===== src/rtl/core/affw_pkg.sv =====
`default_nettype none

package affw_pkg;

  // Default geometry and sample format
  localparam int WIDTH_DEF       = 64;
  localparam int HEIGHT_DEF      = 64;
  localparam int CHANNELS_DEF    = 3;
  localparam int SAMPLE_BITS_DEF = 16;

  // Fixed field widths
  localparam int POS_W  = 6;
  localparam int SMP_W  = 16;
  localparam int COEF_W = 24;
  localparam int IDX_W  = 3;
  localparam int FRAC_W = 16;
  localparam int MAX_CH = 3;

  // Datapath widths
  localparam int PROD_W = COEF_W + POS_W + 1;  // coefficient times coordinate
  localparam int SX_W   = 32;                  // mapped source point, Q16
  localparam int CW     = 18;                  // signed neighbour coordinate
  localparam int WT_W   = 2 * FRAC_W + 1;      // Q32 weight, up to 1.0

  typedef logic signed [COEF_W-1:0] coef_t;
  typedef logic signed [CW-1:0]     coord_t;

  typedef enum logic {
    OP_LOAD    = 1'b0,
    OP_COMPUTE = 1'b1
  } op_t;

  typedef enum logic [IDX_W-1:0] {
    REG_GAIN_XX   = 3'd0,
    REG_GAIN_XY   = 3'd1,
    REG_OFFSET_X  = 3'd2,
    REG_GAIN_YX   = 3'd3,
    REG_GAIN_YY   = 3'd4,
    REG_OFFSET_Y  = 3'd5,
    REG_EDGE_MODE = 3'd6
  } reg_idx_t;

  typedef struct packed {
    op_t                     opcode;
    logic [POS_W-1:0]        pos_x;
    logic [POS_W-1:0]        pos_y;
    logic signed [SMP_W-1:0] sample_a;
    logic signed [SMP_W-1:0] sample_b;
    logic signed [SMP_W-1:0] sample_c;
  } in_word_t;

  typedef struct packed {
    logic [POS_W-1:0]        out_x;
    logic [POS_W-1:0]        out_y;
    logic signed [SMP_W-1:0] value_a;
    logic signed [SMP_W-1:0] value_b;
    logic signed [SMP_W-1:0] value_c;
  } out_word_t;

  typedef struct packed {
    logic [IDX_W-1:0]  index;
    logic [COEF_W-1:0] value;
  } cfg_word_t;

  typedef struct packed {
    coef_t gain_xx;
    coef_t gain_xy;
    coef_t offset_x;
    coef_t gain_yx;
    coef_t gain_yy;
    coef_t offset_y;
    logic  edge_mode;
  } cfg_t;

  localparam cfg_t CFG_RST = '{
    gain_xx:   coef_t'(65536),
    gain_xy:   coef_t'(0),
    offset_x:  coef_t'(0),
    gain_yx:   coef_t'(0),
    gain_yy:   coef_t'(65536),
    offset_y:  coef_t'(0),
    edge_mode: 1'b0
  };

  // Compute item on its way from address generation to the blend
  typedef struct packed {
    logic              valid;
    logic [POS_W-1:0]  pos_x;
    logic [POS_W-1:0]  pos_y;
    logic [FRAC_W-1:0] fx;
    logic [FRAC_W-1:0] fy;
  } ctl_t;

  typedef struct packed {
    coord_t lo;
    coord_t hi;
  } coord_pair_t;

  localparam coord_t ZERO_C = coord_t'(0);
  localparam coord_t ONE_C  = coord_t'(1);
  localparam coord_t TWO_C  = coord_t'(2);

  // Edge handling for one neighbour pair, then clamp whatever is left over
  function automatic coord_pair_t fix_coord(coord_t a1_in, coord_t a2_in, coord_t size,
                                            logic refl);
    coord_t      a1;
    coord_t      b;
    coord_t      lim;
    coord_pair_t r;
    a1  = a1_in;
    b   = a2_in;
    lim = size - ONE_C;
    if (!refl) begin
      if (a1 < ZERO_C) begin
        a1 = ZERO_C;
        if (b < ZERO_C) b = ZERO_C;
      end
      if (b >= size) begin
        b = lim;
        if (a1 >= size) a1 = lim;
      end
    end else begin
      if (a1 < ZERO_C) begin
        a1 = -a1;
        if (b < ZERO_C) b = -b;
      end
      if (b >= size) begin
        b = (size <<< 1) - TWO_C - b;
        if (a1 >= size) a1 = (size <<< 1) - TWO_C - a1;
      end
    end
    if (a1 < ZERO_C) a1 = ZERO_C;
    if (a1 > lim)    a1 = lim;
    if (b < ZERO_C)  b  = ZERO_C;
    if (b > lim)     b  = lim;
    r.lo = a1;
    r.hi = b;
    return r;
  endfunction

endpackage

`default_nettype wire


===== src/rtl/core/affw_geom.sv =====
`default_nettype none

module affw_geom #(
  parameter int  WIDTH    = affw_pkg::WIDTH_DEF,
  parameter int  HEIGHT   = affw_pkg::HEIGHT_DEF,
  parameter int  CHANNELS = affw_pkg::CHANNELS_DEF,
  localparam int XW       = $clog2(WIDTH),
  localparam int YW       = $clog2(HEIGHT),
  localparam int AW       = $clog2(WIDTH * HEIGHT),
  localparam int DW       = CHANNELS * affw_pkg::SMP_W
) (
  input  logic               clk,
  input  logic               rst_n,
  input  logic               en,
  input  logic               in_valid,
  input  affw_pkg::in_word_t in_word,
  input  affw_pkg::cfg_t     cfg,
  output affw_pkg::ctl_t     ctl,
  output logic [AW-1:0]      rd_addr [4],
  output logic               wr_en,
  output logic [AW-1:0]      wr_addr,
  output logic [DW-1:0]      wr_data
);

  localparam int PROD_W = affw_pkg::PROD_W;
  localparam int SX_W   = affw_pkg::SX_W;
  localparam int FRAC_W = affw_pkg::FRAC_W;
  localparam int SMP_W  = affw_pkg::SMP_W;

  logic v1_r, v2_r, v3_r, v4_r;
  affw_pkg::in_word_t w1_r, w2_r, w3_r, w4_r;

  logic signed [PROD_W-1:0] p_xx_r, p_xy_r, p_yx_r, p_yy_r;
  logic signed [SX_W-1:0]   sx_r, sy_r;
  logic [XW-1:0]            x1_r, x2_r;
  logic [YW-1:0]            y1_r, y2_r;
  logic [FRAC_W-1:0]        fx4_r, fy4_r;

  affw_pkg::ctl_t ctl_r;
  logic [AW-1:0]  addr_r [4];
  logic           wr_en_r;
  logic [AW-1:0]  wr_addr_r;
  logic [DW-1:0]  wr_data_r;

  logic signed [affw_pkg::POS_W:0] px_s, py_s;
  affw_pkg::coord_t      x1_c, y1_c;
  affw_pkg::coord_pair_t xp, yp;
  logic [SMP_W-1:0]      smp [affw_pkg::MAX_CH];
  logic [DW-1:0]         wr_data_nxt;
  logic                  in_image;

  function automatic logic [AW-1:0] pix_addr(logic [YW-1:0] y, logic [XW-1:0] x);
    return AW'(y) * AW'(WIDTH) + AW'(x);
  endfunction

  // Advance the valid bits with the pipeline
  always_ff @(posedge clk) begin
    if (!rst_n) begin
      v1_r <= 1'b0;
      v2_r <= 1'b0;
      v3_r <= 1'b0;
      v4_r <= 1'b0;
    end else if (en) begin
      v1_r <= in_valid;
      v2_r <= v1_r;
      v3_r <= v2_r;
      v4_r <= v3_r;
    end
  end

  // Carry the input word along
  always_ff @(posedge clk) begin
    if (en) begin
      w1_r <= in_word;
      w2_r <= w1_r;
      w3_r <= w2_r;
      w4_r <= w3_r;
    end
  end

  assign px_s = $signed({1'b0, w1_r.pos_x});
  assign py_s = $signed({1'b0, w1_r.pos_y});

  // Coefficient products
  always_ff @(posedge clk) begin
    if (en) begin
      p_xx_r <= cfg.gain_xx * px_s;
      p_xy_r <= cfg.gain_xy * py_s;
      p_yx_r <= cfg.gain_yx * px_s;
      p_yy_r <= cfg.gain_yy * py_s;
    end
  end

  // Sum into the source point
  always_ff @(posedge clk) begin
    if (en) begin
      sx_r <= SX_W'(p_xx_r) + SX_W'(p_xy_r) + SX_W'(cfg.offset_x);
      sy_r <= SX_W'(p_yx_r) + SX_W'(p_yy_r) + SX_W'(cfg.offset_y);
    end
  end

  // Floor, split off the fraction and fix the neighbours at the edges
  always_comb begin
    x1_c = affw_pkg::coord_t'($signed(sx_r[SX_W-1:FRAC_W]));
    y1_c = affw_pkg::coord_t'($signed(sy_r[SX_W-1:FRAC_W]));
    xp   = affw_pkg::fix_coord(x1_c, x1_c + affw_pkg::ONE_C,
                               affw_pkg::coord_t'(WIDTH), cfg.edge_mode);
    yp   = affw_pkg::fix_coord(y1_c, y1_c + affw_pkg::ONE_C,
                               affw_pkg::coord_t'(HEIGHT), cfg.edge_mode);
  end

  always_ff @(posedge clk) begin
    if (en) begin
      x1_r  <= xp.lo[XW-1:0];
      x2_r  <= xp.hi[XW-1:0];
      y1_r  <= yp.lo[YW-1:0];
      y2_r  <= yp.hi[YW-1:0];
      fx4_r <= sx_r[FRAC_W-1:0];
      fy4_r <= sy_r[FRAC_W-1:0];
    end
  end

  // Pack the stored channels of a load
  always_comb begin
    smp[0] = w4_r.sample_a;
    smp[1] = w4_r.sample_b;
    smp[2] = w4_r.sample_c;
    wr_data_nxt = '0;
    for (int ch = 0; ch < CHANNELS; ch++) begin
      wr_data_nxt[ch*SMP_W +: SMP_W] = smp[ch];
    end
  end

  assign in_image = (int'(w4_r.pos_x) < WIDTH) && (int'(w4_r.pos_y) < HEIGHT);

  // Control of the memory stage, addresses of the four neighbours and of a load
  always_ff @(posedge clk) begin
    if (!rst_n) begin
      ctl_r.valid <= 1'b0;
      wr_en_r     <= 1'b0;
    end else if (en) begin
      ctl_r.valid <= v4_r && (w4_r.opcode == affw_pkg::OP_COMPUTE);
      wr_en_r     <= v4_r && (w4_r.opcode == affw_pkg::OP_LOAD) && in_image;
    end
    if (en) begin
      ctl_r.pos_x <= w4_r.pos_x;
      ctl_r.pos_y <= w4_r.pos_y;
      ctl_r.fx    <= fx4_r;
      ctl_r.fy    <= fy4_r;
      addr_r[0]   <= pix_addr(y1_r, x1_r);
      addr_r[1]   <= pix_addr(y2_r, x1_r);
      addr_r[2]   <= pix_addr(y1_r, x2_r);
      addr_r[3]   <= pix_addr(y2_r, x2_r);
      wr_addr_r   <= pix_addr(YW'(w4_r.pos_y), XW'(w4_r.pos_x));
      wr_data_r   <= wr_data_nxt;
    end
  end

  assign ctl     = ctl_r;
  assign rd_addr = addr_r;
  assign wr_en   = wr_en_r && en;
  assign wr_addr = wr_addr_r;
  assign wr_data = wr_data_r;

endmodule

`default_nettype wire


===== config.mk =====
export PLATFORM = sky130hd
export DESIGN_NAME = affw_geom
export DESIGN_NICKNAME = d
export VERILOG_FILES = /design/src/rtl/core/affw_pkg.sv /design/src/rtl/core/affw_geom.sv
export SDC_FILE = /design/constraint.sdc
export NUM_CORES = 2
export LEC_CHECK = 0
export BUFFER_PORTS_ARGS = -buffer_cell sky130_fd_sc_hd__buf_2
export CAP_MARGIN = 40
export CORE_MARGIN = 5
export CORE_UTILIZATION = 51
export DETAILED_ROUTE_END_ITERATION = 10
export PLACE_DENSITY = 0.8
export SLEW_MARGIN = 5
export SYNTH_ARGS = -nofsm -noshare
export SYNTH_HDL_FRONTEND = slang
export SYNTH_SLANG_ARGS = --single-unit

===== constraint.sdc =====
create_clock -name clk -period 8 [get_ports clk]
set_clock_uncertainty 0.05 [all_clocks]
set_input_delay 1.6 -clock clk [delete_from_list [all_inputs] [get_ports clk]]
set_output_delay 1.6 -clock clk [all_outputs]
set_load 0.03 [all_outputs]

==> flow_metrics.py <==
metrics = {
    "floorplan": {
        "io_pins": 364,
        "die_h_um": 313,
        "num_rows": 111,
        "core_area_um2": 91400,
        "die_width_um": 313,
        "die_area_um2": 98000,
        "initial_core_util": 0.513,
    },
    "clocking": {
        "path_clk_slew_ps": 60,
        "cts_root_buf": "clkbuf_16",
        "clock-sinks": 610,
        "cts_hold_buf": 0,
        "cts_max_level": 3,
        "cts_setup_buffers": 0,
        "cts_buffers": 67,
        "cts_resized": 0,
        "max-clock-path-buffers": 3,
        "clk-insertion-delay-late_ps": 620,
        "cts_tree": "done",
    },
    "logic_synthesis": {
        "seq_area_frac_synth": 0.390,
        "async_flop_share": 0,
        "synth_area_per_cell_um2": 11.4,
        "synth_area_um2": 46800,
        "synthesis.nets": 5088,
        "ys_ff_latch": 610,
        "yosys_warnings": 0,
        "synth_area_leader_cell": "edfxtp_1",
        "synth_top_cell_area_share": 0.387,
        "ys_types": 94,
        "synth-edff-count": 604,
        "synth_area_leaders": "edfxtp_1 (39%), fa_1 (20%), ha_1 (8.5%), and2_1 (4.5%), xnor2_1 (3.8%)",
        "synthFlopType": "edfxtp_1",
        "synth_cells": 4098,
    },
    "finish": {
        "multi_input_area_um2": 26400,
        "fin_nets": 5393,
        "layout_commonest_cell": "edfxtp_1",
        "syn2layout_area_growth_pct": 11.1,
        "layout-drive-gt1-share": 0.125,
        "ff_latch_area_um2": 18300,
        "num-fill-cells": 7610,
        "layout_common_cells": "edfxtp_1 (604), fa_1 (460), nand2_1 (401)",
        "fin_util": 0.570,
    },
    "flow_run": {
        "maxCapViolCount": 0,
    },
    "global_routing": {
        "gr-usage-all-layers": 0.225,
        "grt_pass1_wl_um": 177000,
        "antenna_found_initial": 23,
        "grt_pass1_vias": 32200,
        "grt_max_degree": 169,
        "gr-total-overflow": 0,
    },
    "routing": {
        "first_iter_violations": 2319,
        "wl_per_cell_um": 19.5,
        "drt-pass1-iter-count": 5,
        "vias_per_cell": 5.58,
        "ant_nets": 0,
        "vias": 31500,
        "drc_errors": 0,
        "wl_um": 110000,
    },
    "min_path": {
        "hp-class": "register to register",
    },
    "pwr": {
        "peakVddDrop_mv": 0.213,
        "leakage_nw": 22.4,
        "powerDensity_nw_per_um2": 407,
    },
    "sta": {
        "fin_crit_ps": 7020,
        "worst_pin_slew_ps": 961,
        "relSlewSlack": 0.359,
        "hold_viol": 0,
        "period_share": 0.878,
        "tns_ps": 0,
        "setup_viol": 0,
        "fmax_ghz": 0.142,
        "rsz0062_at_grt": "no",
        "drv_slew": 0,
    },
    "worst_setup_path": {
        "worstPathMaxFanout": 29,
        "path_class": "register to register",
        "crit_path_end_kind": "register",
        "crit_arrival_ps": 7320,
        "worst_setup_path_start_kind": "register",
        "cp.required_ps": 8300,
    },
    "status": {
        "outcome": "finished, final reports clean",
    },
    "place": {
        "dp_hpwl_um": 86700,
        "port_buffers": 363,
        "gp_congestion": 0.907,
    },
}
## through the flow
stage / power (mW) / cell area, µm² / setup WS [ps] / std cells / hold WS [ps]
after global routing: 23.0 / 52000 / 685 / 5643 / 370
after CTS: 21.3 / 52000 / 1060 / 5639 / 365
after detailed placement: 18.0 / 49800 / 553 / 5520 / 355
after floorplan: 14.8 / 46800 / 1270 / 4098 / 350
final: 21.2 / 52100 / 976 / 5648 / 362
after global placement: 17.7 / 49600 / 597 / 5514 / 350
## registers in the layout, indices dropped and copies added (netlist names), 6 cells and up
register	cells
w2_r	61
w3_r	61
w1_r	49
smp	48
wr_data	48
ctl	44
sx_r	32
sy_r	32
p_xx_r	31
p_xy_r	31
p_yx_r	31
p_yy_r	31
rd_addr	24
fx4_r	16
fy4_r	16
w4_r	13
px_s	6
py_s	6
x1_r	6
x2_r	6
y1_r	6
y2_r	6
## synthesized netlist by cell type (7+ instances only)
cell and instances:
a211o_1 7, a211oi_1 14, a21o_1 65, a21oi_1 164, a31oi_1 40, a41oi_1 7, and2_1 340, and3_1 26
and4_1 8, buf_1 11, buf_2 14, buf_4 37, clkbuf_1 102, edfxtp_1 604, fa_1 460, ha_1 320
inv_1 365, mux2i_1 19, nand2_1 401, nand2b_1 30, nand3_1 74, nand4_1 24, nor2_1 163, nor2b_1 35
nor3_1 57, nor4_1 17, o211ai_1 19, o21a_1 31, o21ai_0 124, o21ai_1 8, o21bai_1 13, o22ai_1 11
o31ai_1 17, or2_2 16, or3_1 22, xnor2_1 203, xor2_1 65
## final cells by class
type / count / share of cell area
Timing Repair Buffer: 400 / 0.0428
Clock buffer: 75 / 0.0328
Multi-Input combinational cell: 2958 / 0.508
Antenna cell: 9 / 0.000433
Inverter: 366 / 0.0264
Tap cell: 1186 / 0.0285
Sequential cell: 610 / 0.351
Clock inverter: 44 / 0.0105
## worst max-delay path: stages (launching register included)
cell	delay, ps
edfxtp_1	960
buf_4	470
nand2_1	110
fa_1	490
inv_1	60
fa_1	550
fa_1	430
fa_1	440
ha_1	340
o21a_1	210
o21ai_0	270
nor2_1	90
o211ai_1	100
o211ai_1	150
o31ai_1	340
o21ai_0	210
o41ai_1	550
o21ai_0	320
a41o_1	310
a21oi_1	180
xnor2_1	90
## final timing paths
check | from | end | slack (ps) | cells after the start
max | px_s[3]$_DFFE_PP_ | p_yx_r[29]$_DFFE_PP_ | 980 | 20
min | w2_r[51]$_DFFE_PP_ | w3_r[51]$_DFFE_PP_ | 360 | 0
max reg2reg | px_s[3]$_DFFE_PP_ | p_yx_r[29]$_DFFE_PP_ | 980 | 20
min reg2reg | w2_r[51]$_DFFE_PP_ | w3_r[51]$_DFFE_PP_ | 360 | 0
## where the power goes
part	internal (mW)	switching, mW
clock network	1.80	1.30
registers	4.99	0.663
logic	5.17	7.26
## logic make-up after synthesis
logic type | after synthesis | share of synthesized area
buf+inv | 530 | 0.0458
simple gates | 1260 | 0.138
fa+ha+maj | 780 | 0.282
compound gates | 625 | 0.0885
flops | 610 | 0.390
xor+xnor | 269 | 0.0505
mux | 24 | 0.00526
## metal layers
metal / GRT usage / wire, µm
met1: 0.306 / 46700
met4: 0.0699 / 3140
met2: 0.375 / 52800
met3: 0.0373 / 7520
met5: 0 / 79
No activity file was read; power rests on OpenSTA's default activity.
